### src/rtl/kal_pkg.sv
// Shared types, constants and round functions of the Kalyna-128/128 encryption pipeline.
// Standalone: used by kal_stage and kalyna_128_block_encrypt.
package kal_pkg;

  localparam int ROUNDS = 10;
  localparam logic [7:0] GF_POLY_LO = 8'h1D;

  typedef logic [7:0] sbox_t [256];
  typedef logic [7:0] mds_t [8];

  // One item as it moves down the pipeline
  typedef struct packed {
    logic        kind;
    logic [3:0]  slot;
    logic [63:0] lo;
    logic [63:0] hi;
  } item_t;

  localparam logic KIND_LOAD = 1'b0;
  localparam logic KIND_ENC  = 1'b1;

  localparam mds_t MDS_V = '{8'h01, 8'h01, 8'h05, 8'h01, 8'h08, 8'h06, 8'h07, 8'h04};

  localparam sbox_t SBOX0 = '{
    8'ha8,8'h43,8'h5f,8'h06,8'h6b,8'h75,8'h6c,8'h59,8'h71,8'hdf,8'h87,8'h95,8'h17,8'hf0,8'hd8,8'h09,
    8'h6d,8'hf3,8'h1d,8'hcb,8'hc9,8'h4d,8'h2c,8'haf,8'h79,8'he0,8'h97,8'hfd,8'h6f,8'h4b,8'h45,8'h39,
    8'h3e,8'hdd,8'ha3,8'h4f,8'hb4,8'hb6,8'h9a,8'h0e,8'h1f,8'hbf,8'h15,8'he1,8'h49,8'hd2,8'h93,8'hc6,
    8'h92,8'h72,8'h9e,8'h61,8'hd1,8'h63,8'hfa,8'hee,8'hf4,8'h19,8'hd5,8'had,8'h58,8'ha4,8'hbb,8'ha1,
    8'hdc,8'hf2,8'h83,8'h37,8'h42,8'he4,8'h7a,8'h32,8'h9c,8'hcc,8'hab,8'h4a,8'h8f,8'h6e,8'h04,8'h27,
    8'h2e,8'he7,8'he2,8'h5a,8'h96,8'h16,8'h23,8'h2b,8'hc2,8'h65,8'h66,8'h0f,8'hbc,8'ha9,8'h47,8'h41,
    8'h34,8'h48,8'hfc,8'hb7,8'h6a,8'h88,8'ha5,8'h53,8'h86,8'hf9,8'h5b,8'hdb,8'h38,8'h7b,8'hc3,8'h1e,
    8'h22,8'h33,8'h24,8'h28,8'h36,8'hc7,8'hb2,8'h3b,8'h8e,8'h77,8'hba,8'hf5,8'h14,8'h9f,8'h08,8'h55,
    8'h9b,8'h4c,8'hfe,8'h60,8'h5c,8'hda,8'h18,8'h46,8'hcd,8'h7d,8'h21,8'hb0,8'h3f,8'h1b,8'h89,8'hff,
    8'heb,8'h84,8'h69,8'h3a,8'h9d,8'hd7,8'hd3,8'h70,8'h67,8'h40,8'hb5,8'hde,8'h5d,8'h30,8'h91,8'hb1,
    8'h78,8'h11,8'h01,8'he5,8'h00,8'h68,8'h98,8'ha0,8'hc5,8'h02,8'ha6,8'h74,8'h2d,8'h0b,8'ha2,8'h76,
    8'hb3,8'hbe,8'hce,8'hbd,8'hae,8'he9,8'h8a,8'h31,8'h1c,8'hec,8'hf1,8'h99,8'h94,8'haa,8'hf6,8'h26,
    8'h2f,8'hef,8'he8,8'h8c,8'h35,8'h03,8'hd4,8'h7f,8'hfb,8'h05,8'hc1,8'h5e,8'h90,8'h20,8'h3d,8'h82,
    8'hf7,8'hea,8'h0a,8'h0d,8'h7e,8'hf8,8'h50,8'h1a,8'hc4,8'h07,8'h57,8'hb8,8'h3c,8'h62,8'he3,8'hc8,
    8'hac,8'h52,8'h64,8'h10,8'hd0,8'hd9,8'h13,8'h0c,8'h12,8'h29,8'h51,8'hb9,8'hcf,8'hd6,8'h73,8'h8d,
    8'h81,8'h54,8'hc0,8'hed,8'h4e,8'h44,8'ha7,8'h2a,8'h85,8'h25,8'he6,8'hca,8'h7c,8'h8b,8'h56,8'h80
  };

  localparam sbox_t SBOX1 = '{
    8'hce,8'hbb,8'heb,8'h92,8'hea,8'hcb,8'h13,8'hc1,8'he9,8'h3a,8'hd6,8'hb2,8'hd2,8'h90,8'h17,8'hf8,
    8'h42,8'h15,8'h56,8'hb4,8'h65,8'h1c,8'h88,8'h43,8'hc5,8'h5c,8'h36,8'hba,8'hf5,8'h57,8'h67,8'h8d,
    8'h31,8'hf6,8'h64,8'h58,8'h9e,8'hf4,8'h22,8'haa,8'h75,8'h0f,8'h02,8'hb1,8'hdf,8'h6d,8'h73,8'h4d,
    8'h7c,8'h26,8'h2e,8'hf7,8'h08,8'h5d,8'h44,8'h3e,8'h9f,8'h14,8'hc8,8'hae,8'h54,8'h10,8'hd8,8'hbc,
    8'h1a,8'h6b,8'h69,8'hf3,8'hbd,8'h33,8'hab,8'hfa,8'hd1,8'h9b,8'h68,8'h4e,8'h16,8'h95,8'h91,8'hee,
    8'h4c,8'h63,8'h8e,8'h5b,8'hcc,8'h3c,8'h19,8'ha1,8'h81,8'h49,8'h7b,8'hd9,8'h6f,8'h37,8'h60,8'hca,
    8'he7,8'h2b,8'h48,8'hfd,8'h96,8'h45,8'hfc,8'h41,8'h12,8'h0d,8'h79,8'he5,8'h89,8'h8c,8'he3,8'h20,
    8'h30,8'hdc,8'hb7,8'h6c,8'h4a,8'hb5,8'h3f,8'h97,8'hd4,8'h62,8'h2d,8'h06,8'ha4,8'ha5,8'h83,8'h5f,
    8'h2a,8'hda,8'hc9,8'h00,8'h7e,8'ha2,8'h55,8'hbf,8'h11,8'hd5,8'h9c,8'hcf,8'h0e,8'h0a,8'h3d,8'h51,
    8'h7d,8'h93,8'h1b,8'hfe,8'hc4,8'h47,8'h09,8'h86,8'h0b,8'h8f,8'h9d,8'h6a,8'h07,8'hb9,8'hb0,8'h98,
    8'h18,8'h32,8'h71,8'h4b,8'hef,8'h3b,8'h70,8'ha0,8'he4,8'h40,8'hff,8'hc3,8'ha9,8'he6,8'h78,8'hf9,
    8'h8b,8'h46,8'h80,8'h1e,8'h38,8'he1,8'hb8,8'ha8,8'he0,8'h0c,8'h23,8'h76,8'h1d,8'h25,8'h24,8'h05,
    8'hf1,8'h6e,8'h94,8'h28,8'h9a,8'h84,8'he8,8'ha3,8'h4f,8'h77,8'hd3,8'h85,8'he2,8'h52,8'hf2,8'h82,
    8'h50,8'h7a,8'h2f,8'h74,8'h53,8'hb3,8'h61,8'haf,8'h39,8'h35,8'hde,8'hcd,8'h1f,8'h99,8'hac,8'had,
    8'h72,8'h2c,8'hdd,8'hd0,8'h87,8'hbe,8'h5e,8'ha6,8'hec,8'h04,8'hc6,8'h03,8'h34,8'hfb,8'hdb,8'h59,
    8'hb6,8'hc2,8'h01,8'hf0,8'h5a,8'hed,8'ha7,8'h66,8'h21,8'h7f,8'h8a,8'h27,8'hc7,8'hc0,8'h29,8'hd7
  };

  localparam sbox_t SBOX2 = '{
    8'h93,8'hd9,8'h9a,8'hb5,8'h98,8'h22,8'h45,8'hfc,8'hba,8'h6a,8'hdf,8'h02,8'h9f,8'hdc,8'h51,8'h59,
    8'h4a,8'h17,8'h2b,8'hc2,8'h94,8'hf4,8'hbb,8'ha3,8'h62,8'he4,8'h71,8'hd4,8'hcd,8'h70,8'h16,8'he1,
    8'h49,8'h3c,8'hc0,8'hd8,8'h5c,8'h9b,8'had,8'h85,8'h53,8'ha1,8'h7a,8'hc8,8'h2d,8'he0,8'hd1,8'h72,
    8'ha6,8'h2c,8'hc4,8'he3,8'h76,8'h78,8'hb7,8'hb4,8'h09,8'h3b,8'h0e,8'h41,8'h4c,8'hde,8'hb2,8'h90,
    8'h25,8'ha5,8'hd7,8'h03,8'h11,8'h00,8'hc3,8'h2e,8'h92,8'hef,8'h4e,8'h12,8'h9d,8'h7d,8'hcb,8'h35,
    8'h10,8'hd5,8'h4f,8'h9e,8'h4d,8'ha9,8'h55,8'hc6,8'hd0,8'h7b,8'h18,8'h97,8'hd3,8'h36,8'he6,8'h48,
    8'h56,8'h81,8'h8f,8'h77,8'hcc,8'h9c,8'hb9,8'he2,8'hac,8'hb8,8'h2f,8'h15,8'ha4,8'h7c,8'hda,8'h38,
    8'h1e,8'h0b,8'h05,8'hd6,8'h14,8'h6e,8'h6c,8'h7e,8'h66,8'hfd,8'hb1,8'he5,8'h60,8'haf,8'h5e,8'h33,
    8'h87,8'hc9,8'hf0,8'h5d,8'h6d,8'h3f,8'h88,8'h8d,8'hc7,8'hf7,8'h1d,8'he9,8'hec,8'hed,8'h80,8'h29,
    8'h27,8'hcf,8'h99,8'ha8,8'h50,8'h0f,8'h37,8'h24,8'h28,8'h30,8'h95,8'hd2,8'h3e,8'h5b,8'h40,8'h83,
    8'hb3,8'h69,8'h57,8'h1f,8'h07,8'h1c,8'h8a,8'hbc,8'h20,8'heb,8'hce,8'h8e,8'hab,8'hee,8'h31,8'ha2,
    8'h73,8'hf9,8'hca,8'h3a,8'h1a,8'hfb,8'h0d,8'hc1,8'hfe,8'hfa,8'hf2,8'h6f,8'hbd,8'h96,8'hdd,8'h43,
    8'h52,8'hb6,8'h08,8'hf3,8'hae,8'hbe,8'h19,8'h89,8'h32,8'h26,8'hb0,8'hea,8'h4b,8'h64,8'h84,8'h82,
    8'h6b,8'hf5,8'h79,8'hbf,8'h01,8'h5f,8'h75,8'h63,8'h1b,8'h23,8'h3d,8'h68,8'h2a,8'h65,8'he8,8'h91,
    8'hf6,8'hff,8'h13,8'h58,8'hf1,8'h47,8'h0a,8'h7f,8'hc5,8'ha7,8'he7,8'h61,8'h5a,8'h06,8'h46,8'h44,
    8'h42,8'h04,8'ha0,8'hdb,8'h39,8'h86,8'h54,8'haa,8'h8c,8'h34,8'h21,8'h8b,8'hf8,8'h0c,8'h74,8'h67
  };

  localparam sbox_t SBOX3 = '{
    8'h68,8'h8d,8'hca,8'h4d,8'h73,8'h4b,8'h4e,8'h2a,8'hd4,8'h52,8'h26,8'hb3,8'h54,8'h1e,8'h19,8'h1f,
    8'h22,8'h03,8'h46,8'h3d,8'h2d,8'h4a,8'h53,8'h83,8'h13,8'h8a,8'hb7,8'hd5,8'h25,8'h79,8'hf5,8'hbd,
    8'h58,8'h2f,8'h0d,8'h02,8'hed,8'h51,8'h9e,8'h11,8'hf2,8'h3e,8'h55,8'h5e,8'hd1,8'h16,8'h3c,8'h66,
    8'h70,8'h5d,8'hf3,8'h45,8'h40,8'hcc,8'he8,8'h94,8'h56,8'h08,8'hce,8'h1a,8'h3a,8'hd2,8'he1,8'hdf,
    8'hb5,8'h38,8'h6e,8'h0e,8'he5,8'hf4,8'hf9,8'h86,8'he9,8'h4f,8'hd6,8'h85,8'h23,8'hcf,8'h32,8'h99,
    8'h31,8'h14,8'hae,8'hee,8'hc8,8'h48,8'hd3,8'h30,8'ha1,8'h92,8'h41,8'hb1,8'h18,8'hc4,8'h2c,8'h71,
    8'h72,8'h44,8'h15,8'hfd,8'h37,8'hbe,8'h5f,8'haa,8'h9b,8'h88,8'hd8,8'hab,8'h89,8'h9c,8'hfa,8'h60,
    8'hea,8'hbc,8'h62,8'h0c,8'h24,8'ha6,8'ha8,8'hec,8'h67,8'h20,8'hdb,8'h7c,8'h28,8'hdd,8'hac,8'h5b,
    8'h34,8'h7e,8'h10,8'hf1,8'h7b,8'h8f,8'h63,8'ha0,8'h05,8'h9a,8'h43,8'h77,8'h21,8'hbf,8'h27,8'h09,
    8'hc3,8'h9f,8'hb6,8'hd7,8'h29,8'hc2,8'heb,8'hc0,8'ha4,8'h8b,8'h8c,8'h1d,8'hfb,8'hff,8'hc1,8'hb2,
    8'h97,8'h2e,8'hf8,8'h65,8'hf6,8'h75,8'h07,8'h04,8'h49,8'h33,8'he4,8'hd9,8'hb9,8'hd0,8'h42,8'hc7,
    8'h6c,8'h90,8'h00,8'h8e,8'h6f,8'h50,8'h01,8'hc5,8'hda,8'h47,8'h3f,8'hcd,8'h69,8'ha2,8'he2,8'h7a,
    8'ha7,8'hc6,8'h93,8'h0f,8'h0a,8'h06,8'he6,8'h2b,8'h96,8'ha3,8'h1c,8'haf,8'h6a,8'h12,8'h84,8'h39,
    8'he7,8'hb0,8'h82,8'hf7,8'hfe,8'h9d,8'h87,8'h5c,8'h81,8'h35,8'hde,8'hb4,8'ha5,8'hfc,8'h80,8'hef,
    8'hcb,8'hbb,8'h6b,8'h76,8'hba,8'h5a,8'h7d,8'h78,8'h0b,8'h95,8'he3,8'had,8'h74,8'h98,8'h3b,8'h36,
    8'h64,8'h6d,8'hdc,8'hf0,8'h59,8'ha9,8'h4c,8'h17,8'h7f,8'h91,8'hb8,8'hc9,8'h57,8'h1b,8'he0,8'h61
  };

  // Multiply in GF(2^8) modulo x^8+x^4+x^3+x^2+1; b is a constant at every call site
  function automatic logic [7:0] gf_mul(input logic [7:0] a, input logic [7:0] b);
    logic [7:0] acc;
    logic [7:0] x;
    acc = 8'h00;
    x   = a;
    for (int k = 0; k < 8; k++) begin
      if (b[k]) acc = acc ^ x;
      x = {x[6:0], 1'b0} ^ (x[7] ? GF_POLY_LO : 8'h00);
    end
    return acc;
  endfunction

  // S-boxes, row shift and MDS mix for one output column; own is this column, other the other
  function automatic logic [63:0] mix_col(input logic [63:0] own, input logic [63:0] other);
    logic [7:0]  sb [8];
    logic [7:0]  acc;
    logic [63:0] src;
    logic [63:0] res;
    res = '0;
    for (int j = 0; j < 8; j++) begin
      src = (j < 4) ? own : other;
      case (j & 3)
        0:       sb[j] = SBOX0[src[8*j +: 8]];
        1:       sb[j] = SBOX1[src[8*j +: 8]];
        2:       sb[j] = SBOX2[src[8*j +: 8]];
        default: sb[j] = SBOX3[src[8*j +: 8]];
      endcase
    end
    for (int r = 0; r < 8; r++) begin
      acc = 8'h00;
      for (int j = 0; j < 8; j++) begin
        acc = acc ^ gf_mul(sb[j], MDS_V[(j - r) & 7]);
      end
      res[8*r +: 8] = acc;
    end
    return res;
  endfunction

endpackage

### src/rtl/kal_stage.sv
// One round stage of the encryption pipeline, with its own copy of the round key.
// Depends on kal_pkg (item_t, mix_col, ROUNDS).
module kal_stage #(
  parameter int STAGE_IDX = 0
) (
  input  logic           clk,
  input  logic           rst_n,
  input  logic           up_valid,
  input  kal_pkg::item_t up_item,
  output logic           up_ready,
  output logic           dn_valid,
  output kal_pkg::item_t dn_item,
  input  logic           dn_ready
);

  logic           valid_r;
  kal_pkg::item_t item_r;
  kal_pkg::item_t item_nxt;
  logic [63:0]    key_lo_r;
  logic [63:0]    key_hi_r;
  logic [63:0]    mix_lo;
  logic [63:0]    mix_hi;
  logic           take;
  logic           key_hit;

  assign up_ready = !valid_r || dn_ready;
  assign take     = up_valid && up_ready;
  assign key_hit  = (up_item.kind == kal_pkg::KIND_LOAD) &&
                    (up_item.slot == 4'(STAGE_IDX));

  // Round datapath: key add at the first stage, xor in the middle, add at the last
  always_comb begin
    mix_lo   = kal_pkg::mix_col(up_item.lo, up_item.hi);
    mix_hi   = kal_pkg::mix_col(up_item.hi, up_item.lo);
    item_nxt = up_item;
    if (up_item.kind == kal_pkg::KIND_ENC) begin
      if (STAGE_IDX == 0) begin
        item_nxt.lo = up_item.lo + key_lo_r;
        item_nxt.hi = up_item.hi + key_hi_r;
      end else if (STAGE_IDX == kal_pkg::ROUNDS) begin
        item_nxt.lo = mix_lo + key_lo_r;
        item_nxt.hi = mix_hi + key_hi_r;
      end else begin
        item_nxt.lo = mix_lo ^ key_lo_r;
        item_nxt.hi = mix_hi ^ key_hi_r;
      end
    end
  end

  // Hold the valid flag; drop it once the stage below has taken the item
  always_ff @(posedge clk) begin
    if (!rst_n) begin
      valid_r <= 1'b0;
    end else if (take) begin
      valid_r <= 1'b1;
    end else if (dn_ready) begin
      valid_r <= 1'b0;
    end
  end

  // Advance payload; a key load writes this stage's key as it passes
  always_ff @(posedge clk) begin
    if (take) begin
      item_r <= item_nxt;
      if (key_hit) begin
        key_lo_r <= up_item.lo;
        key_hi_r <= up_item.hi;
      end
    end
  end

  assign dn_valid = valid_r;
  assign dn_item  = item_r;

endmodule

### config.mk
export PLATFORM = sky130hd
export DESIGN_NAME = kal_stage
export DESIGN_NICKNAME = d
export VERILOG_FILES = /design/src/rtl/kal_pkg.sv /design/src/rtl/kal_stage.sv
export SDC_FILE = /design/constraint.sdc
export NUM_CORES = 1
export LEC_CHECK = 0
export ABC_AREA = 1
export BUFFER_PORTS_ARGS = -buffer_cell sky130_fd_sc_hd__buf_2
export CAP_MARGIN = 20
export CORE_ASPECT_RATIO = 1.2
export CORE_UTILIZATION = 54
export DETAILED_ROUTE_END_ITERATION = 6
export GPL_TIMING_DRIVEN = 0
export PLACE_DENSITY = 0.78
export SYNTH_ARGS = -nofsm -noshare
export SYNTH_HDL_FRONTEND = slang
export SYNTH_SLANG_ARGS = --single-unit
### constraint.sdc
create_clock -name clk -period 14.6 [get_ports clk]
set_clock_uncertainty 0.15 [all_clocks]
set_input_delay 1.46 -clock clk [delete_from_list [all_inputs] [get_ports clk]]
set_output_delay 1.46 -clock clk [all_outputs]
set_load 0.05 [all_outputs]
==> results of run 1 <==
metrics by stage:
step,power (mW),hold slack (ns),util [%],instance area [sq um],instances
2_1_floorplan,1.24,0.456,-,21000,3122
3_3_place_gp,1.39,0.348,60.3,23000,3873
3_5_place_dp,1.39,0.383,60.8,23100,3887
4_1_cts,2.11,0.405,63.1,24000,3936
5_1_grt,2.18,0.451,63.2,24100,3944
6_report,2.10,0.403,63.2,24100,3944
worst reg2reg max path, delay by kind of cell, from the launching register on:
| family | cells | cell delay (ns) |
|---|---|---|
| AND/OR/NAND/NOR | 4 | 0.91 |
| flip-flops | 1 | 0.31 |
| buffers and inverters | 6 | 1.36 |
synthesized netlist by cell type, drive strengths merged:
master	instances
edfxtp	261
clkbuf	22
nor4	4
inv	627
dfxtp	1
fa	2
a21oi	83
nor2	237
nand3	170
and2	2
clkinv	2
nand2	1376
xnor2	52
a21boi	3
nand4	21
nor3	32
xor2	4
or2	4
nand3b	16
buf	6
o31ai	1
ha	126
o21ai	66
o21bai	4
final cells by class:
class | instances | area [sq um] | share of cell area (%)
clock inverters | 17 | 183 | 0.760
multi-input cells | 2203 | 10700 | 44.4
clock buffers | 32 | 716 | 2.98
inverters | 629 | 2370 | 9.84
repair buffers | 285 | 1520 | 6.33
diodes | 8 | 20.0 | 0.0832
well taps | 480 | 601 | 2.50
plain buffers | 28 | 111 | 0.463
flip-flops and latches | 262 | 7860 | 32.7
per-layer routing:
| layer | track usage, % | part of all wire (%) | routed length, um |
|---|---|---|---|
| met1 | 39.5 | 39 | 26800 |
| met2 | 62.6 | 50 | 34600 |
| met3 | 3.67 | 5.6 | 3900 |
| met4 | 19.6 | 5.8 | 4000 |
| met5 | 0 | 0.012 | 8 |
worst paths after layout:
check	startpoint	to	cells past startpoint	slack, ns
setup / recovery	dn_ready	key_lo_r[13]	12	10.90
hold / removal	dn_valid	dn_valid	2	0.40
setup reg to reg	dn_valid	key_lo_r[13]	10	11.57
hold reg to reg	dn_valid	dn_valid	2	0.40
state kept, by name, summed over array words and instances, names as in the netlist:
signal / flops
dn_item: 133
dn_valid: 1
key_hi_r: 64
key_lo_r: 64
power by group through the flow:
stage          clock, mW  combinational [mW]  sequential, mW
2_1_floorplan          0               0.235            1.01
3_3_place_gp           0               0.486           0.900
3_5_place_dp           0               0.497           0.895
4_1_cts            0.728               0.499           0.879
5_1_grt            0.750               0.546           0.881
6_report           0.717               0.504           0.879
cell families after synthesis:
kind of cell / Yosys count / synth area share [%]
buffers and inverters: 657 / 11.8
AND/OR/NAND/NOR: 1862 / 36.9
AO/OA/AOI/OAI: 157 / 3.86
XOR/XNOR: 56 / 2.34
adder cells (fa/ha/maj): 128 / 7.70
flip-flops: 262 / 37.4
==> flow_metrics.tcl, run 1 <==
set metrics [dict create \
    status "completed" \
    p_clk_share_pct 34.1 \
    synth_top_area_share_pct 37.3 \
    sw_frac_of_total_pct 32.8 \
    firstDrtPassIters 7 \
    drv_cap 0 \
    grt_overflow_total 0 \
    routed_wl_um 69300 \
    layout_setup_ws_ns 10.90 \
    synth.area.top_cells "edfxtp_1 37%, nand2_1 24%, inv_1 11%" \
    path_class "primary input to flip-flop" \
    drc_errors 0 \
    synth_top_cell_by_area "edfxtp_1" \
    worst_setup_path_end_kind "flip-flop" \
    synth_area_sq_um 21000 \
    antenna_found_initial 9 \
    post-cts-setup-buffer-count 0 \
    hold_violations 0 \
    post_drt_wl_per_cell_um 17.6 \
    syn2layout_area_growth_pct 14.5 \
    seqPwrFrac_pct 41.9 \
    cts_buffer_depth 3 \
    p_comb_share_pct 24.0 \
    slew_headroom_pct 36.0 \
    drtAntennaViolNets 0 \
    gr-usage-all-layers_pct 34.6 \
    dieWidth_um 182 \
    rows 78 \
    ys_warn_count 0 \
    viasPerCell 5.23 \
    crit_path_max_incr_delay_ns 0.43 \
    worst-path-max-fanout 61 \
    nets 3702 \
    max_clock_freq_mhz 270 \
    maxSlewViolCount 0 \
    rsz0062_at_grt "false" \
    cts_root_buf "clkbuf_16" \
    die_y_um 218 \
    final_cell_mix "1342 x nand2_1, 615 x inv_1, 276 x buf_2" \
    slowest_stage "inv_6" \
    leakagePower_nw 13.0 \
    cts_buffers 28 \
    seq_area_frac_synth_pct 37.4 \
    syn-instance-count 3122 \
    start_util_pct 55.2 \
    clk_pin_slew_ns 0.06 \
    critical_path_buf_inv_count 8 \
    insertion_delay_ns 0.59 \
    drive_gt1_share_pct 13.2 \
    crit_family "buffers and inverters" \
    finalSetupViolCount 0 \
    worst_pin_slew_ns 0.960 \
    die_area_sq_um 39700 \
    cts_tree "yes" \
    cp.arrival_ns 3.85 \
    syn_nets 3387 \
    crit_chain "buf_2 > inv_1 > nand2_1 > nand2_1 > inv_6 > nand2_1 > nor3_2 > buf_6 > buf_6 > buf_6 > buf_6 > buf_6" \
    cts_resized 0 \
    grt_max_degree 75 \
    ctsHtreeMaxLevel 1 \
    coreArea_sq_um 38100 \
    place_congestion 1.00 \
    powerDensity_nw_per_um2 87.3 \
    grt_first_pass_wirelength_um 104000 \
    grt_pass1_vias 19800 \
    timing.critical_path.mode_cell "buf_6" \
    cts.sink_count 262 \
    cp-start-kind "primary input" \
    hold_buffers 0 \
    synth_area_per_cell_sq_um 6.73 \
    tns_ns 0 \
    hp-class "flip-flop to flip-flop" \
    vdd_drop_max_mv 0.131 \
    dp_hpwl_um 57400 \
    vias 20600 \
    num-fill-cells 3463 \
    ys_types 35 \
    drt_iter0_drc 1591 \
    pre_cts_ws_ns 10.33 \
    layout_commonest_cell "nand2_1" \
    period_needed_ns 3.70 \
    ioPinCount 272 \
    portBuffers 271 \
    fin_crit_sh_pct 25.4 \
    synth_seq_cells 262 \
    power.switching_mw 0.688 \
    required_ns 14.74 \
    cellInternalPower_mw 1.41 \
]
Power figures use the tool's default switching activity.
==> run 2, diff against run 1 <==
==> constraint.sdc (replaced) <==
create_clock -name clk -period 3.05 [get_ports clk]
set_clock_uncertainty 0.15 [all_clocks]
set_input_delay 0.305 -clock clk [delete_from_list [all_inputs] [get_ports clk]]
set_output_delay 0.305 -clock clk [all_outputs]
set_load 0.05 [all_outputs]
==> run 2 against run 1 <==
Against the previous run: routed wire length grew 9.2%; critical path type unchanged; hold slack lost 0.21 ns; die area did not move; register-to-register slack lost 12 ns; critical path depth grew 2; largest cell class unchanged; global-route usage is 3.0 points higher; power grew to 5.0 times the previous value; utilization rose by 4.2 points; non-clock buffer count is 143 higher; sequential power grew to 4.8 times the previous value; sequential share of layout area fell by 2.0 points; final area increased by 6.6%.
==> flow_metrics.tcl, run 2 (synthesis results as in run 1) <==
set metrics [dict create \
    start_util_pct 55.2 \
    post_drt_wl_per_cell_um 18.5 \
    r2r_start "key_lo_r[0]" \
    cp-start-kind "primary input" \
    hp-class "primary input to flip-flop" \
    num-fill-cells 3241 \
    gr-usage-all-layers_pct 37.5 \
    finalPower_mw 10.5 \
    grt_max_degree 45 \
    die_area_sq_um 39700 \
    syn2layout_area_growth_pct 22.1 \
    required_ns 3.23 \
    leakagePower_nw 13.7 \
    path_class "primary input to flip-flop" \
    whs_ns 0.195 \
    slew_headroom_pct 36.2 \
    drv_cap 0 \
    rows 78 \
    insertion_delay_ns 0.62 \
    ioPinCount 272 \
    dieWidth_um 182 \
    die_y_um 218 \
    worst-path-max-fanout 4 \
    drt_iter0_drc 1852 \
    viasPerCell 5.36 \
    worst_pin_slew_ns 0.956 \
    hold_start "up_valid" \
    dp_hpwl_um 57200 \
    final_cell_mix "1340 x nand2_1, 615 x inv_1, 276 x buf_2" \
    drtAntennaViolNets 0 \
    max_clock_freq_mhz 333 \
    vias 21900 \
    powerDensity_nw_per_um2 408 \
    grt_pass1_vias 21400 \
    hold_violations 0 \
    period_needed_ns 3.00 \
    rsz0062_at_grt "false" \
    cp.arrival_ns 3.19 \
    crit_start "up_item[0]" \
    fin_crit_sh_pct 98.5 \
    layout_commonest_cell "nand2_1" \
    routed_wl_um 75700 \
    maxSlewViolCount 0 \
    cts_buffers 29 \
    firstDrtPassIters 6 \
    largest_reg_flops 133 \
    tns_ns 0 \
    vdd_drop_max_mv 0.590 \
    cts_buffer_depth 3 \
    cts_tree "yes" \
    portBuffers 271 \
    nets 3846 \
    clk_pin_slew_ns 0.07 \
    cts.sink_count 262 \
    status "completed" \
    drive_gt1_share_pct 13.2 \
    worst_setup_path_end_kind "flip-flop" \
    ctsHtreeMaxLevel 1 \
    finalSetupViolCount 0 \
    grt_overflow_total 0 \
    antenna_found_initial 3 \
    drc_errors 0 \
    coreArea_sq_um 38100 \
    place_congestion 0.962 \
    grt_first_pass_wirelength_um 113000 \
    cts_root_buf "clkbuf_16" \
]
-- run 2: per-stage QoR --
step / utilization [%] / area [sq um] / cells / worst slack (ns)
floorplan: - / 21000 / 3122 / -2.88
global placement: 60.4 / 23000 / 3873 / -5.24
detailed placement: 61.0 / 23200 / 3884 / -0.178
CTS: 67.1 / 25500 / 4072 / 0.0189
global route: 67.4 / 25600 / 4086 / 0.0204
finish: 67.4 / 25600 / 4087 / 0.0453
-- run 2: critical path: stages --
cell	delay, ns
dlygate4sd3_1	0.55
buf_2	0.15
ha_1	0.27
fa_1	0.48
nand2_1	0.12
inv_1	0.07
nand2_1	0.14
nand2_2	0.11
nand4_1	0.11
nand3_1	0.30
nand2_1	0.29
nand4_1	0.13
nand3_1	0.10
nand2_1	0.06
-- run 2: per-layer routing --
layer / wire [um] / GRT usage [%] / share of wire (%) / up-vias
met2: 37900 / 68.8 / 50 / 1064
met3: 5100 / 4.81 / 6.7 / 248
met4: 4570 / 22.0 / 6.0 / 0
met1: 28100 / 41.4 / 37 / 10000
li1: - / - / - / 10600
met5: 0 / 0 / 0 / -
-- run 2: final timing paths --
check	endpoint	slack, ns	cells after the start
max	dn_item[52]	0.05	14
min	dn_item[33]	0.20	4
max reg2reg	dn_item[104]	0.05	12
min reg2reg	dn_item[64]	0.54	3
-- run 2: what timing repair did --
action                                  in CTS  in global routing
setup buffers                                0                 11
endpoints found under the hold margin      262                  0
hold buffers                               135                  0
endpoints found under the setup margin      15                 18
gates resized for setup                      0                  5
pin swaps                                    1                  1
-- run 2: area by class of cell --
type                            instances  area [sq um]  area share, %
Sequential cell                       262          7860           30.7
Clock inverter                         22           228          0.888
Tap cell                              480           601           2.34
Inverter                              629          2360           9.22
Timing Repair Buffer                  428          3020           11.8
Clock buffer                           31           733           2.86
Multi-Input combinational cell       2203         10700           41.8
Buffer                                 28           113          0.439
Antenna cell                            4          10.0         0.0390
-- run 2: power by group --
part | internal, mW | total (mW) | switching [mW]
logic | 0.782 | 2.63 | 1.85
registers | 4.17 | 4.22 | 0.0523
clock network | 2.02 | 3.62 | 1.60
==> run 3, diff against run 2 <==
--- a/config.mk
+++ b/config.mk
@@ -8,11 +8,13 @@
 export ABC_AREA = 1
 export BUFFER_PORTS_ARGS = -buffer_cell sky130_fd_sc_hd__buf_2
 export CAP_MARGIN = 20
+export CELL_PAD_IN_SITES_DETAIL_PLACEMENT = 0
+export CELL_PAD_IN_SITES_GLOBAL_PLACEMENT = 1
 export CORE_ASPECT_RATIO = 1.2
-export CORE_UTILIZATION = 54
+export CORE_UTILIZATION = 38
 export DETAILED_ROUTE_END_ITERATION = 6
 export GPL_TIMING_DRIVEN = 0
-export PLACE_DENSITY = 0.78
+export PLACE_DENSITY_LB_ADDON = 0.1
 export SYNTH_ARGS = -nofsm -noshare
 export SYNTH_HDL_FRONTEND = slang
 export SYNTH_SLANG_ARGS = --single-unit
==> run 3 against run 2 <==
Against the previous run: first-iteration DRC count is 38% lower; clock power up 5.5%; die area grew 42%; critical path type unchanged; non-clock buffer count is 9 lower; final area is 1.1% higher; via count shrank 6.8%; sequential share of layout area fell by 0.33 points; hold slack worse by 0.12 ns; largest cell class unchanged; combinational power shrank 2%; register-to-register slack improved by 0.10 ns; power rose by 1.4%; critical path depth unchanged.
==> flow_metrics.tcl, run 3 (synthesis results as in run 1) <==
set metrics [dict create \
    rsz0062_at_grt "false" \
    dp_cells 4124 \
    place_congestion 0.918 \
    drt_iter0_drc 1154 \
    cts_tree "yes" \
    max_clock_freq_mhz 343 \
    seqPwrFrac_pct 39.7 \
    cellInternalPower_mw 7.16 \
    cts_root_buf "clkbuf_16" \
    whs_ns 0.0754 \
    cts_buffers 30 \
    sw_frac_of_total_pct 32.6 \
    worst-path-max-fanout 4 \
    r2r_slack_ns 0.15 \
    rr_worst_depth 12 \
    num-fill-cells 5707 \
    pre_cts_ws_ns -0.146 \
    nets 3838 \
    grt_pass1_vias 20300 \
    cts_buffer_depth 3 \
    ioPinCount 272 \
    crit_chain "dlygate4sd3_1 > buf_2 > ha_1 > fa_1 > nand2_1 > inv_1 > nand2_1 > a21oi_1 > o21ai_1 > nand2_2 > nand2_1 > nand3_1 > nand3_1 > nand2_1" \
    cp-start-kind "primary input" \
    drive_gt1_share_pct 12.9 \
    antenna_found_initial 1 \
    p_clk_share_pct 36.0 \
    final_cell_mix "1340 x nand2_1, 615 x inv_1, 276 x buf_2" \
    firstDrtPassIters 5 \
    coreArea_sq_um 54700 \
    crit_family "simple AND/OR/NAND/NOR gates" \
    clk_pin_slew_ns 0.06 \
    hold_path_end "dn_item[11]" \
    powerDensity_nw_per_um2 410 \
    required_ns 3.24 \
    vdd_drop_max_mv 0.479 \
    period_needed_ns 2.92 \
    fin_util_pct 47.4 \
    grt_max_degree 44 \
    ctsHtreeMaxLevel 1 \
    grt_first_pass_wirelength_um 114000 \
    worst_pin_slew_ns 1.14 \
    post_drt_wl_per_cell_um 17.5 \
    timing.rr.end "dn_item[60]" \
    rows 94 \
    drv_cap 0 \
    hp-class "primary input to flip-flop" \
    maxSlewViolCount 0 \
    largest_reg_flops 133 \
    fin_crit_sh_pct 95.6 \
    slowest_stage "dlygate4sd3_1" \
    r2r_start "key_hi_r[0]" \
    drc_errors 0 \
    die_area_sq_um 56200 \
    viasPerCell 4.72 \
    min_path_cells 5 \
    cp.arrival_ns 3.11 \
    dieWidth_um 217 \
    layout_commonest_cell "nand2_1" \
    leakagePower_nw 13.6 \
    finalSetupViolCount 0 \
    slew_headroom_pct 23.8 \
    routed_wl_um 75700 \
    timing.critical_path.mode_cell "nand2_1" \
    layout_setup_ws_ns 0.135 \
    power.switching_mw 3.46 \
    vias 20400 \
    syn2layout_area_growth_pct 23.4 \
    hold_violations 0 \
    status "completed" \
    portBuffers 271 \
    gr-usage-all-layers_pct 26.8 \
    placed_cell_area_sq_um 23500 \
    drtAntennaViolNets 0 \
    critical_path_buf_inv_count 3 \
    cts.sink_count 262 \
    crit_path_max_incr_delay_ns 0.54 \
    die_y_um 260 \
    p_comb_share_pct 24.3 \
    worst_setup_path_end_kind "flip-flop" \
    dp_hpwl_um 63000 \
    start_util_pct 38.4 \
    path_class "primary input to flip-flop" \
    hold_start "dn_ready" \
    final_cells 4319 \
    grt_overflow_total 0 \
    insertion_delay_ns 0.62 \
    fin_area_sq_um 25900 \
]
## run 3: worst max-delay path by stage
stage	startpoint	slack (ns)	cells after the start	end
finish	up_item[0]	0.13	14	dn_item[60]
global route	key_hi_r[0]	0.04	12	dn_item[52]
CTS	dn_valid	0.05	10	key_lo_r[17]
detailed placement	dn_ready	-0.15	12	key_lo_r[15]
global placement	dn_ready	-5.73	7	key_lo_r[13]
floorplan	dn_valid	-2.88	5	key_hi_r[0]
## run 3: metal layers
layer | wire, um | part of all wire (%) | GRT usage [%]
met2 | 39300 | 52 | 51.1
met1 | 31200 | 41 | 31.5
met4 | 2400 | 3.2 | 8.67
met5 | 0 | 0 | 0
met3 | 2790 | 3.7 | 2.04
## run 3: repair_timing
action	in CTS	in global routing
setup endpoints to repair	10	38
buffers inserted	0	1
gates resized for setup	0	5
endpoints found under the hold margin	264	1
hold buffers	135	1
pin swaps	1	0
## run 3: cell type report
cell class,instances,area (sq um),share of cell area [%]
clock inverter,23,254,0.980
tap,720,901,3.48
sequential,262,7860,30.3
inverter,629,2360,9.12
multi-input combinational,2203,10700,41.3
clock buffer,33,762,2.94
timing repair buffer,419,2940,11.4
buffer,28,113,0.434
antenna,2,5.00,0.0193
## run 3: worst min-delay path: stages
cell        delay, ns
buf_2            0.08
inv_1            0.08
nand2_8          0.09
nand2_4          0.05
clkinvlp_4       0.09
## run 3: metrics by stage
stage / total power, mW / TNS, ns
6_report: 10.6 / 0
4_1_cts: 10.7 / 0
3_5_place_dp: 6.73 / -4.63
2_1_floorplan: 5.94 / -386.77
3_3_place_gp: 6.72 / -893.53
5_1_grt: 11.1 / 0
## run 3: power groups by stage
stage	sequential [mW]	clock [mW]	combinational, mW
final	4.21	3.82	2.58
after global routing	4.23	4.02	2.82
after CTS	4.21	3.91	2.59
after detailed placement	4.29	0	2.45
after global placement	4.30	0	2.42
after floorplan	4.81	0	1.13
